==> config.mk <==
export PLATFORM = sky130hd
export DESIGN_NAME = nmea_rmc_time_parser_top
export DESIGN_NICKNAME = d
export VERILOG_FILES = /design/src/rtl/core/nrmc_pkg.sv /design/src/rtl/core/nrmc_in_reg.sv /design/src/rtl/core/nrmc_core.sv /design/src/rtl/core/nrmc_out_reg.sv /design/src/rtl/core/nmea_rmc_time_parser_top.sv
export SDC_FILE = /design/constraint.sdc
export NUM_CORES = 1
export LEC_CHECK = 0
export ABC_AREA = 1
export BUFFER_PORTS_ARGS = -buffer_cell sky130_fd_sc_hd__clkbuf_2
export CAP_MARGIN = 20
export CORE_MARGIN = 2
export CORE_UTILIZATION = 50
export CTS_CLUSTER_DIAMETER = 80
export CTS_CLUSTER_SIZE = 16
export DETAILED_ROUTE_END_ITERATION = 10
export PLACE_DENSITY_LB_ADDON = 0.2
export SLEW_MARGIN = 20
export SYNTH_ARGS = -nofsm -noshare
export SYNTH_HDL_FRONTEND = slang
export SYNTH_SLANG_ARGS = --single-unit
==> constraint.sdc <==
create_clock -name clk -period 15.5 [get_ports clk]
set_input_delay 0.775 -clock clk [delete_from_list [all_inputs] [get_ports clk]]
set_output_delay 0.775 -clock clk [all_outputs]
set_load 0.02 [all_outputs]
==> src/rtl/core/nrmc_pkg.sv <==
// Package for the NMEA RMC time parser: character codes, time constants,
// the result type and the month offset table. No dependencies.
`default_nettype none

package nrmc_pkg;

  localparam logic [7:0] CH_DOLLAR = 8'h24;
  localparam logic [7:0] CH_C      = 8'h43;
  localparam logic [7:0] CH_COMMA  = 8'h2C;
  localparam logic [7:0] CH_STAR   = 8'h2A;
  localparam logic [7:0] CH_CR     = 8'h0D;
  localparam logic [7:0] CH_LF     = 8'h0A;
  localparam logic [7:0] CH_ZERO   = 8'h30;
  localparam logic [7:0] CH_NINE   = 8'h39;
  localparam logic [7:0] HEX_GAP   = 8'd7;

  localparam logic [31:0] SECS_HOUR   = 32'd3600;
  localparam logic [31:0] SECS_MINUTE = 32'd60;
  localparam logic [31:0] SECS_DAY    = 32'd86400;
  localparam logic [31:0] SECS_YEAR   = 32'd31536000;
  localparam logic [31:0] SECS_EPOCH  = 32'd946684800;

  typedef struct packed {
    logic [31:0] unix_time;
    logic        time_valid;
  } nrmc_result_t;

  // Seconds in the whole months before the given month (1 to 12).
  function automatic logic [31:0] month_secs(input logic [3:0] month);
    logic [31:0] secs;
    unique case (month)
      4'd1:    secs = 32'd0;
      4'd2:    secs = 32'd2678400;
      4'd3:    secs = 32'd5097600;
      4'd4:    secs = 32'd7776000;
      4'd5:    secs = 32'd10368000;
      4'd6:    secs = 32'd13046400;
      4'd7:    secs = 32'd15638400;
      4'd8:    secs = 32'd18316800;
      4'd9:    secs = 32'd20995200;
      4'd10:   secs = 32'd23587200;
      4'd11:   secs = 32'd26265600;
      4'd12:   secs = 32'd28857600;
      default: secs = 32'd0;
    endcase
    return secs;
  endfunction

endpackage

`default_nettype wire

==> src/rtl/core/nrmc_in_reg.sv <==
// Input register of the NMEA RMC time parser: holds one received byte until
// the parser core takes it. Depends on nothing.
`default_nettype none

module nrmc_in_reg (
  input  wire logic       clk,
  input  wire logic       rst_n,
  input  wire logic       in_valid,
  output logic            in_ready,
  input  wire logic [7:0] in_rx_byte,
  input  wire logic       pop,
  output logic            byte_valid,
  output logic [7:0]      byte_data
);

  logic       valid_r;
  logic [7:0] byte_r;

  assign in_ready   = !valid_r || pop;
  assign byte_valid = valid_r;
  assign byte_data  = byte_r;

  always_ff @(posedge clk) begin
    if (!rst_n) begin
      valid_r <= 1'b0;
    end else if (in_ready) begin
      valid_r <= in_valid;
    end
  end

  always_ff @(posedge clk) begin
    if (in_ready && in_valid) begin
      byte_r <= in_rx_byte;
    end
  end

endmodule

`default_nettype wire

==> src/rtl/core/nrmc_core.sv <==
// Parser core of the NMEA RMC time parser: sentence state, checksum, digit
// accumulation and the result at carriage return. Depends on nrmc_pkg.
`default_nettype none

module nrmc_core
  import nrmc_pkg::*;
#(
  parameter int BUFFER_BYTES = 128
) (
  input  wire logic       clk,
  input  wire logic       rst_n,
  input  wire logic       byte_valid,
  input  wire logic [7:0] byte_data,
  input  wire logic       out_space,
  output logic            pop,
  output logic            res_push,
  output nrmc_result_t    res
);

  localparam int POS_W = $clog2(BUFFER_BYTES);
  localparam logic [POS_W-1:0] POS_LIMIT = POS_W'(BUFFER_BYTES - 2);

  logic [POS_W-1:0] pos_r, pos_nxt;
  logic             header_r, header_nxt;
  logic [3:0]       field_r, field_nxt;
  logic [2:0]       tcnt_r, tcnt_nxt;
  logic [2:0]       dcnt_r, dcnt_nxt;
  logic [6:0]       tens_r, tens_nxt;
  logic [3:0]       month_r, month_nxt;
  logic [31:0]      sum_r, sum_nxt;
  logic [7:0]       chk_r, chk_nxt;
  logic [7:0]       exp_r, exp_nxt;
  logic             star_r, star_nxt;
  logic             bad_r, bad_nxt;

  logic        digit_ok;
  logic [3:0]  dval;
  logic [6:0]  v;
  logic [7:0]  hex_d;
  logic [5:0]  quarter;
  logic [31:0] day_adj;
  logic        sent_ok;

  always_comb begin
    pos_nxt    = pos_r;
    header_nxt = header_r;
    field_nxt  = field_r;
    tcnt_nxt   = tcnt_r;
    dcnt_nxt   = dcnt_r;
    tens_nxt   = tens_r;
    month_nxt  = month_r;
    sum_nxt    = sum_r;
    chk_nxt    = chk_r;
    exp_nxt    = exp_r;
    star_nxt   = star_r;
    bad_nxt    = bad_r;
    res_push   = 1'b0;

    digit_ok = (byte_data >= CH_ZERO) && (byte_data <= CH_NINE);
    dval     = digit_ok ? byte_data[3:0] : 4'd0;
    v        = tens_r + 7'(dval);
    hex_d    = byte_data - CH_ZERO;
    if (byte_data > CH_NINE) begin
      hex_d = hex_d - HEX_GAP;
    end
    quarter  = 6'((8'(v) + 8'd3) >> 2);
    day_adj  = 32'(quarter) + 32'((month_r > 4'd2) && (v[1:0] == 2'b00));

    sent_ok = header_r && (pos_r >= POS_W'(6)) && star_r && (chk_r == exp_r) &&
              !bad_r && (tcnt_r == 3'd6) && (dcnt_r == 3'd6) && (sum_r != 32'd0);
    res.time_valid = sent_ok;
    res.unix_time  = sent_ok ? (sum_r + SECS_EPOCH) : 32'd0;

    if (byte_data == CH_LF) begin
      // Line feeds leave the state alone.
    end else if (byte_data == CH_CR) begin
      res_push   = 1'b1;
      pos_nxt    = '0;
      header_nxt = 1'b0;
      field_nxt  = 4'd0;
      tcnt_nxt   = 3'd0;
      dcnt_nxt   = 3'd0;
      tens_nxt   = 7'd0;
      month_nxt  = 4'd0;
      sum_nxt    = 32'd0;
      chk_nxt    = 8'd0;
      exp_nxt    = 8'd0;
      star_nxt   = 1'b0;
      bad_nxt    = 1'b0;
    end else if (pos_r >= POS_LIMIT) begin
      // The buffer is full, so the byte is dropped.
    end else begin
      pos_nxt = pos_r + POS_W'(1);
      if (pos_r == '0) begin
        header_nxt = (byte_data == CH_DOLLAR);
      end else begin
        if ((pos_r == POS_W'(5)) && (byte_data != CH_C)) begin
          header_nxt = 1'b0;
        end
        if (byte_data == CH_COMMA) begin
          chk_nxt = chk_r ^ byte_data;
          if (field_r != 4'd15) begin
            field_nxt = field_r + 4'd1;
          end
        end else if (byte_data == CH_STAR) begin
          star_nxt = 1'b1;
        end else if (!star_r) begin
          chk_nxt = chk_r ^ byte_data;
          if ((field_r == 4'd1) && (tcnt_r < 3'd6)) begin
            bad_nxt  = bad_r || !digit_ok;
            tcnt_nxt = tcnt_r + 3'd1;
            if (!tcnt_r[0]) begin
              tens_nxt = 7'(dval) * 7'd10;
            end else begin
              tens_nxt = 7'd0;
              unique case (tcnt_r)
                3'd1:    sum_nxt = sum_r + 32'(v) * SECS_HOUR;
                3'd3:    sum_nxt = sum_r + 32'(v) * SECS_MINUTE;
                default: sum_nxt = sum_r + 32'(v);
              endcase
            end
          end else if ((field_r == 4'd9) && (dcnt_r < 3'd6)) begin
            bad_nxt  = bad_r || !digit_ok;
            dcnt_nxt = dcnt_r + 3'd1;
            if (!dcnt_r[0]) begin
              tens_nxt = 7'(dval) * 7'd10;
            end else begin
              tens_nxt = 7'd0;
              unique case (dcnt_r)
                3'd1: begin
                  sum_nxt = sum_r + 32'(v) * SECS_DAY;
                end
                3'd3: begin
                  if ((v >= 7'd1) && (v <= 7'd12)) begin
                    month_nxt = v[3:0];
                    sum_nxt   = sum_r + month_secs(v[3:0]);
                  end else begin
                    month_nxt = 4'd0;
                    bad_nxt   = 1'b1;
                  end
                end
                default: begin
                  // Whole years and leap days (of earlier years, and of this year past
                  // February), less one day because the day of month counts from one.
                  sum_nxt = sum_r + 32'(v) * SECS_YEAR + day_adj * SECS_DAY - SECS_DAY;
                end
              endcase
            end
          end
        end else begin
          exp_nxt = {exp_r[3:0], 4'd0} + hex_d;
        end
      end
    end

    pop = byte_valid && ((byte_data != CH_CR) || out_space);
  end

  always_ff @(posedge clk) begin
    if (!rst_n) begin
      pos_r    <= '0;
      header_r <= 1'b0;
      field_r  <= 4'd0;
      tcnt_r   <= 3'd0;
      dcnt_r   <= 3'd0;
      tens_r   <= 7'd0;
      month_r  <= 4'd0;
      sum_r    <= 32'd0;
      chk_r    <= 8'd0;
      exp_r    <= 8'd0;
      star_r   <= 1'b0;
      bad_r    <= 1'b0;
    end else if (pop) begin
      pos_r    <= pos_nxt;
      header_r <= header_nxt;
      field_r  <= field_nxt;
      tcnt_r   <= tcnt_nxt;
      dcnt_r   <= dcnt_nxt;
      tens_r   <= tens_nxt;
      month_r  <= month_nxt;
      sum_r    <= sum_nxt;
      chk_r    <= chk_nxt;
      exp_r    <= exp_nxt;
      star_r   <= star_nxt;
      bad_r    <= bad_nxt;
    end
  end

endmodule

`default_nettype wire

==> src/rtl/core/nrmc_out_reg.sv <==
// Result register of the NMEA RMC time parser: holds one result until the
// consumer takes it. Depends on nrmc_pkg.
`default_nettype none

module nrmc_out_reg
  import nrmc_pkg::*;
(
  input  wire logic          clk,
  input  wire logic          rst_n,
  input  wire logic          push,
  input  wire nrmc_result_t  res,
  output logic               space,
  output logic               out_valid,
  input  wire logic          out_ready,
  output nrmc_result_t       out_res
);

  logic         valid_r;
  nrmc_result_t res_r;

  assign space     = !valid_r || out_ready;
  assign out_valid = valid_r;
  assign out_res   = res_r;

  always_ff @(posedge clk) begin
    if (!rst_n) begin
      valid_r <= 1'b0;
    end else if (space) begin
      valid_r <= push;
    end
  end

  always_ff @(posedge clk) begin
    if (space && push) begin
      res_r <= res;
    end
  end

endmodule

`default_nettype wire

==> src/rtl/core/nmea_rmc_time_parser_top.sv <==
// Top level of the NMEA RMC time parser: input register, parser core and
// result register. Depends on nrmc_pkg, nrmc_in_reg, nrmc_core, nrmc_out_reg.
//
//   channel  direction  handshake             payload
//   in       input      in_valid / in_ready   in_rx_byte[7:0]
//   out      output     out_valid / out_ready out_unix_time[31:0], out_time_valid
//
// One byte is accepted per cycle while nothing stalls; a byte waits in the
// input register and reaches the parser state when the core pops it, and a
// carriage return puts its result on the output register at that same edge,
// raising out_valid. Only a carriage return can stall, when the result
// register still holds an untaken result; other bytes keep flowing. Reset
// (rst_n low, synchronous) empties both registers and clears the sentence state.
`default_nettype none

module nmea_rmc_time_parser_top
  import nrmc_pkg::*;
#(
  parameter int BUFFER_BYTES = 128
) (
  input  wire logic        clk,
  input  wire logic        rst_n,
  input  wire logic        in_valid,
  output logic             in_ready,
  input  wire logic [7:0]  in_rx_byte,
  output logic             out_valid,
  input  wire logic        out_ready,
  output logic [31:0]      out_unix_time,
  output logic             out_time_valid
);

  logic         byte_valid;
  logic [7:0]   byte_data;
  logic         pop;
  logic         res_push;
  logic         out_space;
  nrmc_result_t res;
  nrmc_result_t out_res;

  nrmc_in_reg u_in_reg (
    .clk        (clk),
    .rst_n      (rst_n),
    .in_valid   (in_valid),
    .in_ready   (in_ready),
    .in_rx_byte (in_rx_byte),
    .pop        (pop),
    .byte_valid (byte_valid),
    .byte_data  (byte_data)
  );

  nrmc_core #(
    .BUFFER_BYTES (BUFFER_BYTES)
  ) u_core (
    .clk        (clk),
    .rst_n      (rst_n),
    .byte_valid (byte_valid),
    .byte_data  (byte_data),
    .out_space  (out_space),
    .pop        (pop),
    .res_push   (res_push),
    .res        (res)
  );

  nrmc_out_reg u_out_reg (
    .clk       (clk),
    .rst_n     (rst_n),
    .push      (pop && res_push),
    .res       (res),
    .space     (out_space),
    .out_valid (out_valid),
    .out_ready (out_ready),
    .out_res   (out_res)
  );

  assign out_unix_time  = out_res.unix_time;
  assign out_time_valid = out_res.time_valid;

  // A carriage return is only taken from the input register when the result
  // register can hold its result.
  a_cr_has_room: assert property (@(posedge clk) disable iff (!rst_n)
    (pop && byte_data == CH_CR) |-> out_space)
    else $error("carriage return taken without room for its result");

  a_held_byte: assert property (@(posedge clk) disable iff (!rst_n)
    (byte_valid && !pop) |=> (byte_valid && $stable(byte_data)))
    else $error("pending byte lost or changed");

  a_invalid_zero: assert property (@(posedge clk) disable iff (!rst_n)
    (out_valid && !out_time_valid) |-> (out_unix_time == 32'd0))
    else $error("invalid result carries a nonzero time");

  a_valid_nonzero: assert property (@(posedge clk) disable iff (!rst_n)
    (out_valid && out_time_valid) |-> (out_unix_time != SECS_EPOCH))
    else $error("valid result with zero time since 2000");

endmodule

`default_nettype wire
==> impl_metrics.toml <==
[run_status]
status = "complete, no violations"

[worst_setup_path]
worst_setup_path_startpoint = "u_in_reg.byte_data[0]"
critPathMostFrequentCell = "nand2_1"
worstPathArrival_ns = 11.11
worst-path-max-fanout = 12
timing.critical_path.slowest_cell_delay_ns = 0.62
worstReg2RegStart = "u_in_reg.byte_data[0]"
slowest_stage = "xor2_1"
worst_r2r_path_depth = 52
critical_path.startpoint_type = "flip-flop"
crit_type = "flip-flop to flip-flop"
worst-endpoint-required_ns = 15.81
timing.reg2reg.setup_slack_ns = 4.69
worstSetupEndpointType = "flip-flop"

[detailed_routing]
dr.pass1.iters = 8
antenna_left = 0
drc = 0
num_vias = 20057
wirelength_microns = 66600
detailedRoute.firstIterationViolations = 1609
routedWlPerCell_microns = 19.2
route.detailed.vias_per_inst = 5.78

[sta]
drv_slew = 0
pin_slew_with_the_least_headroom_to_its_limit_ns = 0.957
setup_total_negative_slack_ns = 0
fmaxAchievable_mhz = 92.5
grt_setup_unrepaired = "false"
final_count_of_negative_setup_slack_endpoints = 0
report.final.hold_viol_count = 0
maxSlewHeadroom_pct = 35.5
post-route-min-period_ns = 10.81
final.setup_skew_ns = 0.0102
period_utilization_pct = 69.7

[placed_design]
port_buffers = 46
post_detailed_placement_half_perimeter_wirelength_microns = 54300
last_weighted_congestion_value_of_the_routability_driven_placer = 1.03

[pwr]
total_leakage_power_uw = 0.0110
combinationalPowerShare_pct = 25.0
power_switching_uw = 343
power_frac_seq_pct = 33.0
total_power_uw = 1010
power.clock.fraction_pct = 42.1
worst_ir_drop_on_vdd_mv = 0.0690
internal_power_uw = 667
sw_share_pct = 34.0
power-per-cell-area_nw_per_um2 = 48.3

[floorplanning]
initial_utilization_pct = 50.6
die_height_microns = 202
die_width_microns = 202
core_region_area_sq_um = 38600
placement_rows = 72
ioPinCount = 47
die_area_sq_um = 40700

[layout]
nFillCells = 3901
design.final.nets = 3342
flow.area_growth_from_synthesis_pct = 6.91
layout-drive-gt1-share_pct = 5.12
final_core_utilization_pct = 54.1

[synth]
post_synth_and_or_nand_nor_area_fraction_pct = 26.9
ys_seq_elements = 121
post_synth_xor_area_fraction_pct = 4.52
synth_top_area_cell = "ha_1"
synthesis.instances = 2917
synth.avg_cell_area_sq_um = 6.70
synth_top_area_share_pct = 20.6
yosysMostFrequentCell = "nand2_1"
synth.area.top_cells = "ha_1 21%, nand2_1 11%, dfxtp_1 8.2%"
mappedNetlistArea_sq_um = 19600
yosys_warnings = 0
synth_top_family_by_area = "adder cells"
synth.cells.most_frequent = "597 x nand2_1, 421 x inv_1, 322 x ha_1"
distinct_cells_synth = 66
fraction_of_the_yosys_area_taken_by_sequential_cells_pct = 14.5
post_synth_fa_ha_maj_area_fraction_pct = 27.8
mux_share_of_post_synthesis_cell_area_pct = 0.0512
prevailing_post_synth_register_cell = "dfxtp_1"
synth-compound-area-share_pct = 16.7
async_reset_ff_share_pct = 0
syn_nets = 3321
synth-edff-count = 41

[clocking]
clk_pin_slew_worst_paths_ns = 0.07
clk_latency_ns = 0.44
htree_levels = 4
worst_case_clock_buffer_depth = 2
post_cts_hold_buffer_count = 0
number_of_resized_instances_in_the_post_cts_repair_step = 0
clock-root-buffer = "clkbuf_16"
post_cts.repair.setup_buffers = 0
tritoncts = "done"
cts.sinks = 121
cts_inserted_buffers = 17

[global_routing]
grt_pass1_vias = 18987
global_route_wire_length_before_repair_microns = 103000
gr-total-overflow = 0
largest_net_degree_at_the_start_of_global_routing = 39
grt_util_all_layers_pct = 32.3
number_of_antenna_violations_at_the_first_check_in_global_routing = 1

[run]
max_cap_violations = 0

[min_path]
min-delay-start = "u_core.chk_r[1]"
min_path_cells = 1
worstHoldPathType = "flip-flop to flip-flop"
## power by group through the flow
stage          combinational (uW)  clock [uW]  sequential (uW)
2_1_floorplan                 183           0              339
3_3_place_gp                  246           0              340
3_5_place_dp                  248           0              340
4_1_cts                       249         427              333
5_1_grt                       282         442              334
6_report                      252         425              333
## cells by family after synthesis
logic type               Yosys count
buffers and inverters            491
adder cells (fa/ha/maj)          392
AO/OA/AOI/OAI                    587
AND/OR/NAND/NOR                 1224
multiplexers                       1
XOR/XNOR                         100
other                              1
flip-flops                       121
## stage by stage
step           cells  hold slack (ns)  setup slack, ns  cell area [sq um]
6_report        3470            0.456             4.69              20900
5_1_grt         3469            0.490             3.73              20900
4_1_cts         3469            0.459             4.75              20900
3_5_place_dp    3437            0.451             4.81              20300
3_3_place_gp    3437            0.435             5.14              20300
2_1_floorplan   2917            0.422             6.11              19600
## metal layers
layer | global-route usage (%) | vias up | share of wire, %
li1 | - | 9778 | -
met1 | 43.3 | 9435 | 45
met2 | 53.5 | 714 | 45
met3 | 4.61 | 130 | 6.4
met4 | 10.8 | 0 | 3.5
met5 | 0 | - | 0
## cell usage in the layout (no fill, tap or decap), types with 3 or more instances in the layout
cell type  instances
a31oi_1           16
nor4_1             9
o31ai_1            5
clkbuf_2          46
buf_4             16
nor3_1            51
inv_1            421
a21oi_1          271
nor2_4             6
edfxtp_1          41
inv_2              4
nand4_1           50
xnor2_1           38
nand3_1          209
inv_6              7
or2_2             25
o21bai_1          16
ha_1             322
o211ai_1           9
o21ai_1           18
nor2_1           254
dfxtp_1           80
nand2_1          597
o21ai_0          177
fa_1              70
clkinv_1           7
o22ai_1            5
a21boi_0           9
clkbuf_16         18
o21a_1            10
a211oi_1           7
a21o_1            16
nor2_2             7
nand3b_1           7
nand2_2            3
xor2_1            61
## worst paths after layout
kind	endpoint
worst max-delay path	u_core.sum_r[26]
worst min-delay path	u_core.chk_r[1]
worst max register to register	u_core.sum_r[26]
worst min register to register	u_core.chk_r[1]
## worst max-delay path: cells and delay by family (launching register included)
kind / cells / cell delay, ns
AOI/OAI and AO/OA: 11 / 1.91
and+or+nand+nor: 20 / 2.36
DFF: 1 / 0.48
xor gates and xnor gates: 3 / 0.96
adders and majority gates: 11 / 3.85
buffers and inverters: 7 / 1.10
## sequential cells by signal, summed over array words and instances (netlist names)
register and cells:
u_out_reg.out_res 33, u_core.field_r 4, u_core.exp_r 8, u_core.bad_r 1, u_core.pos_r 7, u_core.sum_r 32, u_out_reg.out_valid 1, u_core.dcnt_r 3
u_core.chk_r 8, u_core.month_r 4, u_core.star_r 1, u_in_reg.byte_valid 1, u_core.tens_r 6, u_in_reg.byte_data 8, u_core.tcnt_r 3, u_core.header_r 1
## cell type report
cell class	instances	area, sq um	area share, %
Clock buffer	18	450	2.15
Multi-Input combinational cell	2305	14800	71.0
Tap cell	518	648	3.10
Antenna cell	1	2.50	0.0120
Sequential cell	121	2830	13.5
Inverter	431	1620	7.74
Timing Repair Buffer	62	350	1.68
Clock inverter	14	156	0.748
Power figures use the tool's default switching activity.
